[config.mk]
export PLATFORM = sky130hd
export DESIGN_NAME = display_list_coprocessor_unit
export DESIGN_NICKNAME = d
export VERILOG_FILES = /design/src/design/dlc_pkg.sv /design/src/design/dlc_beam_cmp.sv /design/src/design/dlc_core.sv /design/src/design/display_list_coprocessor_unit.sv
export SDC_FILE = /design/constraint.sdc
export NUM_CORES = 1
export LEC_CHECK = 0
export BUFFER_PORTS_ARGS = -buffer_cell sky130_fd_sc_hd__buf_2
export CAP_MARGIN = 20
export CORE_ASPECT_RATIO = 1.75
export CORE_MARGIN = 2
export CORE_UTILIZATION = 56
export CTS_CLUSTER_DIAMETER = 30
export DETAILED_ROUTE_END_ITERATION = 10
export GPL_TIMING_DRIVEN = 0
export PLACE_DENSITY = 0.79
export REMOVE_ABC_BUFFERS = 1
export SETUP_SLACK_MARGIN = 0.5
export SKIP_LAST_GASP = 1
export SLEW_MARGIN = 15
export SYNTH_ARGS = -nofsm -noshare
export SYNTH_HDL_FRONTEND = slang
export SYNTH_SLANG_ARGS = --single-unit
[constraint.sdc]
create_clock -name i_clk -period 5.4 [get_ports i_clk]
set_input_delay 0.54 -clock i_clk [delete_from_list [all_inputs] [get_ports i_clk]]
set_output_delay 0.54 -clock i_clk [all_outputs]
set_load 0.1 [all_outputs]
[src/design/dlc_pkg.sv]
`timescale 1ns / 1ps
`default_nettype none
// ----------------------------------------------------------------------------
// dlc_pkg
// Shared types and constants for the display list coprocessor.
// ----------------------------------------------------------------------------
package dlc_pkg;

    localparam int FETCH_W  = 21;
    localparam int WORD_W   = 16;
    localparam int OFFSET_W = 9;
    localparam int CFG_IDX_W  = 2;
    localparam int CFG_DATA_W = 21;
    localparam int S_TDATA_W  = 40;
    localparam int M_TDATA_W  = 48;
    localparam int PC_INC_W   = 3;

    // Configuration register indexes
    localparam logic [CFG_IDX_W-1:0] CFG_DANGER_ENABLE = 2'd0;
    localparam logic [CFG_IDX_W-1:0] CFG_ENHANCED_MODE = 2'd1;
    localparam logic [CFG_IDX_W-1:0] CFG_LIST_START    = 2'd2;

    // Register offset limits for a legal move
    localparam logic [OFFSET_W-1:0] DANGER_LIMIT = 9'h080;
    localparam logic [OFFSET_W-1:0] ALWAYS_LIMIT = 9'h040;

    // Program counter steps
    localparam logic [PC_INC_W-1:0] PC_INC_NONE = 3'd0;
    localparam logic [PC_INC_W-1:0] PC_INC_WORD = 3'd2;
    localparam logic [PC_INC_W-1:0] PC_INC_SKIP = 3'd6;

    typedef enum logic [4:0] {
        PH_FETCH_FIRST = 5'b00001,
        PH_FETCH_COND  = 5'b00010,
        PH_FETCH_MOVE  = 5'b00100,
        PH_WAIT        = 5'b01000,
        PH_HALT        = 5'b10000
    } t_phase;

    typedef struct packed {
        logic                  danger_enable;
        logic                  enhanced_mode;
        logic [FETCH_W-1:0]    list_start;
    } t_cfg;

    typedef struct packed {
        logic                  restart;
        logic [WORD_W-1:0]     beam_pos;
        logic [WORD_W-1:0]     mem_word;
    } t_in_item;

    typedef struct packed {
        logic [FETCH_W-1:0]    fetch_addr;
        logic                  write_valid;
        logic [OFFSET_W-1:0]   reg_offset;
        logic [WORD_W-1:0]     reg_value;
        logic                  halted;
        logic                  waiting;
    } t_result;

endpackage : dlc_pkg
`default_nettype wire

[src/design/dlc_beam_cmp.sv]
`timescale 1ns / 1ps
`default_nettype none
// ----------------------------------------------------------------------------
// dlc_beam_cmp
// Masked beam position compare used by WAIT and SKIP.
// ----------------------------------------------------------------------------
module dlc_beam_cmp
    import dlc_pkg::*;
(
    input  wire logic [WORD_W-1:0] i_beam,
    input  wire logic [WORD_W-1:0] i_pos,
    input  wire logic [WORD_W-1:0] i_mask,
    output logic                   o_pass
);

    logic [7:0] vc, vw;
    logic [6:0] hc, hw;

    // Horizontal bit 0 never takes part in the compare
    assign vc = i_beam[15:8] & i_mask[15:8];
    assign vw = i_pos[15:8]  & i_mask[15:8];
    assign hc = i_beam[7:1]  & i_mask[7:1];
    assign hw = i_pos[7:1]   & i_mask[7:1];

    assign o_pass = (vc > vw) || ((vc == vw) && (hc >= hw));

endmodule : dlc_beam_cmp
`default_nettype wire

[src/design/dlc_core.sv]
`timescale 1ns / 1ps
`default_nettype none
// ----------------------------------------------------------------------------
// dlc_core
// Instruction sequencer: holds phase, program counter and fetched words,
// and forms one result per step.
// ----------------------------------------------------------------------------
module dlc_core
    import dlc_pkg::*;
#(
    parameter int ADDR_BITS = 21
) (
    input  wire logic     i_clk,
    input  wire logic     i_rst_n,
    input  wire logic     i_step,
    input  wire t_in_item i_item,
    input  wire t_cfg     i_cfg,
    output t_result       o_result
);

    t_phase                r_phase, n_phase;
    logic [ADDR_BITS-1:0]  r_pc, n_pc;
    logic [WORD_W-1:0]     r_first, n_first;
    logic [WORD_W-1:0]     r_second, n_second;

    logic [PC_INC_W-1:0]   pc_inc;
    logic [WORD_W-1:0]     cmp_mask;
    logic                  cmp_pass;
    logic [OFFSET_W-1:0]   move_off;
    logic                  move_bad;
    logic                  wr_valid;

    assign cmp_mask = (r_phase == PH_FETCH_COND) ? i_item.mem_word : r_second;

    dlc_beam_cmp u_cmp (
        .i_beam (i_item.beam_pos),
        .i_pos  (r_first),
        .i_mask (cmp_mask),
        .o_pass (cmp_pass)
    );

    assign move_off = {r_first[8:1], 1'b0};
    assign move_bad = (!i_cfg.danger_enable && (move_off < DANGER_LIMIT)) ||
                      (!i_cfg.enhanced_mode && (move_off < ALWAYS_LIMIT));

    always_comb begin
        n_phase  = r_phase;
        n_first  = r_first;
        n_second = r_second;
        pc_inc   = PC_INC_NONE;
        wr_valid = 1'b0;
        if (i_item.restart) begin
            n_phase = PH_FETCH_FIRST;
        end else begin
            unique case (r_phase)
                PH_FETCH_FIRST: begin
                    n_first = i_item.mem_word;
                    pc_inc  = PC_INC_WORD;
                    n_phase = i_item.mem_word[0] ? PH_FETCH_COND : PH_FETCH_MOVE;
                end
                PH_FETCH_COND: begin
                    // WAIT keeps its mask with bit 0 set, SKIP already has it
                    n_second = {i_item.mem_word[WORD_W-1:1], 1'b1};
                    if (i_item.mem_word[0]) begin
                        pc_inc  = cmp_pass ? PC_INC_SKIP : PC_INC_WORD;
                        n_phase = PH_FETCH_FIRST;
                    end else begin
                        pc_inc  = PC_INC_WORD;
                        n_phase = cmp_pass ? PH_FETCH_FIRST : PH_WAIT;
                    end
                end
                PH_FETCH_MOVE: begin
                    n_second = i_item.mem_word;
                    pc_inc   = PC_INC_WORD;
                    if (move_bad) begin
                        n_phase = PH_HALT;
                    end else begin
                        wr_valid = 1'b1;
                        n_phase  = PH_FETCH_FIRST;
                    end
                end
                PH_WAIT: begin
                    if (cmp_pass) begin
                        n_phase = PH_FETCH_FIRST;
                    end
                end
                default: begin
                    // halted, and any stray code, holds until restart
                    n_phase = r_phase;
                end
            endcase
        end
    end

    assign n_pc = i_item.restart ? ADDR_BITS'(i_cfg.list_start)
                                 : r_pc + ADDR_BITS'(pc_inc);

    always_ff @(posedge i_clk) begin
        if (!i_rst_n) begin
            r_phase  <= PH_FETCH_FIRST;
            r_pc     <= '0;
            r_first  <= '0;
            r_second <= '0;
        end else if (i_step) begin
            r_phase  <= n_phase;
            r_pc     <= n_pc;
            r_first  <= n_first;
            r_second <= n_second;
        end
    end

    always_comb begin
        o_result.fetch_addr  = FETCH_W'(n_pc);
        o_result.write_valid = wr_valid;
        o_result.reg_offset  = wr_valid ? move_off : '0;
        o_result.reg_value   = wr_valid ? i_item.mem_word : '0;
        o_result.waiting     = (n_phase == PH_WAIT);
        o_result.halted      = !((n_phase == PH_FETCH_FIRST) ||
                                 (n_phase == PH_FETCH_COND)  ||
                                 (n_phase == PH_FETCH_MOVE)  ||
                                 (n_phase == PH_WAIT));
    end

endmodule : dlc_core
`default_nettype wire

[src/design/display_list_coprocessor_unit.sv]
`timescale 1ns / 1ps
`default_nettype none
// ----------------------------------------------------------------------------
// display_list_coprocessor_unit
// Display list coprocessor: fetches two-word MOVE/WAIT/SKIP instructions,
// one tick per transaction while the output accepts, and issues chipset register writes.
// ----------------------------------------------------------------------------
//  Channel   Dir  Handshake               Payload
//  s_axis    in   tvalid/tready           tdata: restart, beam_pos, mem_word
//  m_axis    out  tvalid/tready           tdata: fetch_addr, reg_offset,
//                                         reg_value, halted, waiting;
//                                         tuser: write_valid
//  cfg       in   i_cfg_we (no wait)      index, data
//
//  One transaction per clock sustained while the output is not stalled; each
//  passes the input register, then the sequencer step into the result register.
//  The sequencer state advances once per step, so the step-to-step loop
//  through phase and program counter sets the transaction rate.
//  Synchronous active-low reset returns to fetching the first word at
//  address zero; no clearing pass.
//  A stalled output holds; while the result waits, the input register takes a new item only if it is empty.
// ----------------------------------------------------------------------------
module display_list_coprocessor_unit
    import dlc_pkg::*;
#(
    parameter int ADDR_BITS = 21
) (
    input  wire logic                  i_clk,
    input  wire logic                  i_rst_n,
    // tdata: restart[0], beam_pos[16:1], mem_word[32:17], zero pad [39:33]
    input  wire logic                  i_s_axis_tvalid,
    output logic                       o_s_axis_tready,
    input  wire logic [S_TDATA_W-1:0]  i_s_axis_tdata,
    // tdata: fetch_addr[20:0], reg_offset[29:21], reg_value[45:30],
    //        halted[46], waiting[47]
    output logic                       o_m_axis_tvalid,
    input  wire logic                  i_m_axis_tready,
    output logic [M_TDATA_W-1:0]       o_m_axis_tdata,
    // tuser: write_valid[0]
    output logic                       o_m_axis_tuser,
    input  wire logic                  i_cfg_we,
    input  wire logic [CFG_IDX_W-1:0]  i_cfg_addr,
    input  wire logic [CFG_DATA_W-1:0] i_cfg_wdata
);

    t_cfg     r_cfg;
    logic     r_in_valid;
    t_in_item r_in_item;
    logic     r_out_valid;
    t_result  r_result;
    t_result  step_result;
    logic     out_free;
    logic     step;

    // Configuration registers
    always_ff @(posedge i_clk) begin
        if (!i_rst_n) begin
            r_cfg <= '0;
        end else if (i_cfg_we) begin
            unique case (i_cfg_addr)
                CFG_DANGER_ENABLE: r_cfg.danger_enable <= i_cfg_wdata[0];
                CFG_ENHANCED_MODE: r_cfg.enhanced_mode <= i_cfg_wdata[0];
                CFG_LIST_START:    r_cfg.list_start    <= i_cfg_wdata[FETCH_W-1:0];
                default:           r_cfg <= r_cfg;
            endcase
        end
    end

    assign out_free        = !r_out_valid || i_m_axis_tready;
    assign step            = r_in_valid && out_free;
    assign o_s_axis_tready = !r_in_valid || out_free;

    // Input register
    always_ff @(posedge i_clk) begin
        if (!i_rst_n) begin
            r_in_valid <= 1'b0;
        end else if (o_s_axis_tready) begin
            r_in_valid <= i_s_axis_tvalid;
        end
    end

    always_ff @(posedge i_clk) begin
        if (o_s_axis_tready && i_s_axis_tvalid) begin
            r_in_item.restart  <= i_s_axis_tdata[0];
            r_in_item.beam_pos <= i_s_axis_tdata[16:1];
            r_in_item.mem_word <= i_s_axis_tdata[32:17];
        end
    end

    dlc_core #(
        .ADDR_BITS (ADDR_BITS)
    ) u_core (
        .i_clk    (i_clk),
        .i_rst_n  (i_rst_n),
        .i_step   (step),
        .i_item   (r_in_item),
        .i_cfg    (r_cfg),
        .o_result (step_result)
    );

    // Result register
    always_ff @(posedge i_clk) begin
        if (!i_rst_n) begin
            r_out_valid <= 1'b0;
        end else if (out_free) begin
            r_out_valid <= r_in_valid;
        end
    end

    always_ff @(posedge i_clk) begin
        if (step) begin
            r_result <= step_result;
        end
    end

    assign o_m_axis_tvalid = r_out_valid;
    assign o_m_axis_tuser  = r_result.write_valid;
    assign o_m_axis_tdata  = {r_result.waiting, r_result.halted, r_result.reg_value,
                              r_result.reg_offset, r_result.fetch_addr};

endmodule : display_list_coprocessor_unit
`default_nettype wire

== Word-level counts from Yosys, hierarchy flattened ==
Index checks and enable logic that the tools add are counted.
W data, S select, Z words.
Word-level totals
  bits in registers: 165
  latch bits: 0
  RAM bits: 0
  memory bits (read-only): 0
  input port bits: 68
  output and inout port bits: 51
  logic and storage cells: 82
  memories kept: 0
Cells by class
  add/sub/neg operators: 1
  multipliers: 0
  divide/modulo/power cells: 0
  magnitude comparators: 4
  eq/ne operators: 11
  shift operators: 0
  multiplexer cells: 17
  bitwise gates (word level): 5
  reductions and logical operators: 25
Operators with widths (number)
  $pmux W16 S2: 1
  $add A21 B3 Y21: 1
  $mux W21: 1
  $mux W5: 4
  $pmux W5 S4: 1
  $and A8 B8 Y8: 2
  $mux W16: 1
  $and A7 B7 Y7: 2
  $mux W3: 4
  $eq A5 B1 Y1 const B: 2
  $eq A5 B2 Y1 const B: 2
  $eq A5 B3 Y1 const B: 2
  $eq A5 B4 Y1 const B: 2
  $lt A9 B7 Y1 const B: 1
  $lt A9 B8 Y1 const B: 1
  $eq A8 B8 Y1: 1
  $gt A8 B8 Y1: 1
  $ge A7 B7 Y1: 1
  $logic_or A1 B1 Y1: 7
  $pmux W3 S2: 1
  $reduce_and A2 Y1: 3
  $reduce_and A3 Y1: 2
  $logic_and A1 B1 Y1: 5
  $logic_not A1 Y1: 5
  other kinds (8): 10

== Depth between registers and ports, before layout ==
  depth in word-level cells: 15
  gate-level depth with buffers: 21
  gate-level depth less buffers: 20

== Modules after synthesis ==
From an unflattened synthesis, not the netlist that was laid out.
Second synthesis, totals
  cells, all modules: 728
  area total of the unflattened synthesis: 7657.3 um2
Modules (own cells, without submodules)
  dlc_core: instances 1, cells each 470, area an instance 3677.3 um2, seq. area each 1161.1 um2
  display_list_coprocessor_unit: instances 1, cells each 192, area an instance 3502.1 um2, seq. area each 2962.8 um2
  dlc_beam_cmp: instances 1, cells each 66, area an instance 478.0 um2, seq. area each 0.0 um2

== Worst setup path after synthesis ==
OpenSTA, ideal clock, no wires.
  path type: flip-flop to flip-flop
  start: register u_core.r_phase[0]
  end: register u_core.r_pc[13]
  library setup time: 0.076 ns
  arrival: 3.872 ns
  required time: 5.324 ns
  slack: 1.452 ns
  stages on the path, launching flop included: 18
  path buffers: 1
  clock period less this slack: 3.948 ns
  cell sequence: dfxtp_1 nor4_2 nand2_2 buf_2 mux2i_1 nand2b_1 ha_1 nand4_1 o31a_1 a21oi_4 nand2_1 fa_1 nor3b_2 nand3_1 xor2_1 o21ai_0 nand2_1 a21boi_0
RTL lines
  start, declared: RTL line dlc_core.sv:21  | t_phase r_phase, n_phase;
  start signal, assigned: RTL line dlc_core.sv:105  | r_phase <= n_phase;
  end signal, assigned: RTL line dlc_core.sv:106  | r_pc <= n_pc;
  end, declared: RTL line dlc_core.sv:22  | logic [ADDR_BITS-1:0] r_pc, n_pc;

==> results_dict.tcl <==
set metrics [dict create \
    postCtsSetupBuffers 0 \
    portBuffers 109 \
    wl_per_cell_microns 15.3 \
    final-setup-viol-count 0 \
    ys_types 51 \
    core_sq_mm 0.0125 \
    skew_ps 8.63 \
    area_growth_pct 17.5 \
    fin_area_sq_mm 0.00845 \
    ios 119 \
    grt_usage 0.216 \
    grt_pass1_vias 4997 \
    power_density_mw_per_mm2 329 \
    numCtsBuffers 17 \
    fp.dieArea_sq_mm 0.0138 \
    period_share 0.831 \
    drt-total-wl_mm 14.4 \
    final_util 0.676 \
    vias 5035 \
    via_per_inst 5.33 \
    die_w_microns 89.7 \
    crit_arrival_ps 4830 \
    ir_drop_mv 0.241 \
    required_ps 5740 \
    antenna_cells 0 \
    dpl.hpwl_mm 9.68 \
    rows 54 \
    dpl-instance-area_sq_mm 0.00785 \
    cp-start-kind "flip-flop" \
    rsz0062_at_grt "no" \
    fp.dieH_microns 154 \
    avgSynthCellArea_sq_um 10.8 \
    slew_viol_final 0 \
    cts_hold_buf 0 \
    crit_path_end_kind "flip-flop" \
    dr.pass1.iters 5 \
    grt_pass1_wl_mm 23.1 \
    h-tree-depth 4 \
    synth.cell_area_sq_mm 0.00719 \
    drive_gt1_frac 0.201 \
    synth_flop_cell "dfxtp_1" \
    clk_latency_ps 410 \
    ys_seq_elements 161 \
    synth_edf_count 80 \
    fmax_mhz 223 \
    yosys_warnings 0 \
    cts.sinks 161 \
    yosysSeqAreaShare 0.559 \
    ant_nets 0 \
    outcome "completed" \
    final-hold-violation-count 0 \
    async_flop_share 0 \
    crit_fanout 18 \
    gp_congestion 0.840 \
    cts-root-buf "clkbuf_16" \
    grt_start_max_net_pins 74 \
    nets 849 \
    hp-class "input pin to flip-flop" \
    drtIter0Drc 240 \
    start_util 0.575 \
    worst_slew_margin_rel 0.259 \
    drc_errors 0 \
    worstMarginPinSlew_ps 1110 \
    cts.path.max_buffers 2 \
    p_leak_nw 3.40 \
    fin_crit_ps 4490 \
    clkTransAtPathRegs_ps 60 \
    hold_slack_ps 295 \
    timing_worst_setup_path_type "flip-flop to flip-flop" \
    synthCells 666 \
    final.setup.tns_ps 0 \
    antenna_found_initial 0 \
    cts_tree "done" \
    drv_cap 0 \
    overflow 0 \
]
[cells in the mapped netlist (all sizes together), types with 3 or more instances]
cell type | n | area [sq um]
inv | 6 | 22.5
nand2 | 120 | 455
edfxtp | 80 | 2400
mux2i | 48 | 480
nor2 | 23 | 86.3
dfxtp | 81 | 1620
o21ai | 27 | 135
nand3b | 3 | 22.5
clkbuf | 24 | 90.1
nand3 | 10 | 50.1
nor3 | 7 | 35.0
xnor2 | 7 | 61.3
buf | 9 | 47.5
xor2 | 12 | 105
nand4 | 9 | 62.6
nand2b | 18 | 113
nor2b | 54 | 338
ha | 17 | 213
a21boi | 43 | 323
nor3b | 6 | 61.3
a21oi | 13 | 76.3
and2 | 27 | 170
[timing repair]
item / 4_1_cts / 5_1_grt
endpoints found under the setup margin: 0 / 16
gates resized for setup: 0 / 2
endpoints found under the hold margin: 0 / 0
[through the flow]
| stage | total power [W] | std cells | setup WS (ps) |
|---|---|---|---|
| after floorplan | 0.00157 | 633 | 1500 |
| after global placement | 0.00164 | 910 | 717 |
| after detailed placement | 0.00165 | 912 | 703 |
| after CTS | 0.00280 | 944 | 661 |
| after global routing | 0.00287 | 944 | 568 |
| final | 0.00278 | 944 | 911 |
[state kept, by name, summed over array words and instances, names as in the netlist]
register / cells
o_m_axis_tdata: 47
o_m_axis_tuser: 1
o_m_axis_tvalid: 1
r_cfg: 23
r_in_item: 32
r_in_valid: 1
u_core.r_first: 15
u_core.r_pc: 21
u_core.r_phase: 5
u_core.r_second: 15
[kinds of logic after synthesis]
family	after synthesis	share of synthesized area
other	1	0.000521
xor gates and xnor gates	19	0.0231
muxes	50	0.0699
buffers and inverters	39	0.0223
AOI/OAI and AO/OA	91	0.0859
adders and majority gates	18	0.0324
and+or+nand+nor	287	0.206
DFF	161	0.559
[per-layer routing]
layer  vias to the layer above  track usage  share of wire
met2                       136        0.408           0.56
met5                         -            0              0
li1                       2488            -              -
met1                      2396        0.233           0.39
met3                        15       0.0386          0.037
met4                         0       0.0640          0.012
[worst paths after layout]
kind / start / endpoint / slack [ps] / depth (start not counted)
worst max-delay path: u_core.r_phase[2] / u_core.r_pc[11] / 910 / 16
worst min register to register: u_core.r_pc[0] / u_core.r_pc[0] / 460 / 2
worst max register to register: u_core.r_phase[2] / u_core.r_pc[11] / 910 / 16
worst min-delay path: i_s_axis_tdata[3] / r_in_item[18] / 300 / 1
[power by group]
group | internal [W] | switching, W
Combinational | 0.0000660 | 0.000198
Clock | 0.000688 | 0.000477
Sequential | 0.00133 | 0.0000270
Total | 0.00208 | 0.000702
[area by class of cell]
class	instances	area, sq um
Multi-Input combinational cell	466	3030
Inverter	6	25.0
Timing Repair Buffer	111	581
Fill cell	993	4050
Clock buffer	21	482
Clock inverter	11	105
Sequential cell	161	4020
Tap cell	168	210
[cells in the final DEF (no fill, tap or decap), types with 2 or more instances in the layout]
| cell type | n |
|---|---|
| xnor2_1 | 7 |
| clkinv_4 | 5 |
| and2_1 | 25 |
| and4_1 | 2 |
| nand4_1 | 8 |
| nor3_1 | 7 |
| edfxtp_1 | 80 |
| nand4b_1 | 2 |
| and2_2 | 2 |
| xor2_1 | 12 |
| o21ai_0 | 22 |
| dfxtp_1 | 81 |
| o21a_1 | 2 |
| nor2_1 | 23 |
| nand2_1 | 118 |
| nor2b_1 | 54 |
| nor3b_1 | 4 |
| mux2i_1 | 48 |
| nand3b_1 | 3 |
| nand3_1 | 10 |
| mux2_2 | 2 |
| clkinvlp_4 | 3 |
| buf_2 | 109 |
| clkbuf_8 | 2 |
| inv_1 | 5 |
| ha_1 | 17 |
| nand2b_1 | 17 |
| o21ai_1 | 5 |
| a21oi_1 | 12 |
| a21boi_0 | 42 |
| clkbuf_16 | 18 |
[critical path: stages (launching register included)]
cell and delay (ps):
dfxtp_1 430, nor4_4 400, nand2_4 280, mux2i_1 210, nand2b_1 160, ha_1 300
nand4_1 120, o31a_1 350, a21oi_4 230, nand2_1 140, fa_1 480, nor3b_2 460
nand4_1 170, xor2_1 170, o21ai_0 240, nand2_1 90, a21boi_0 180
(Power assumes the default switching activity.)
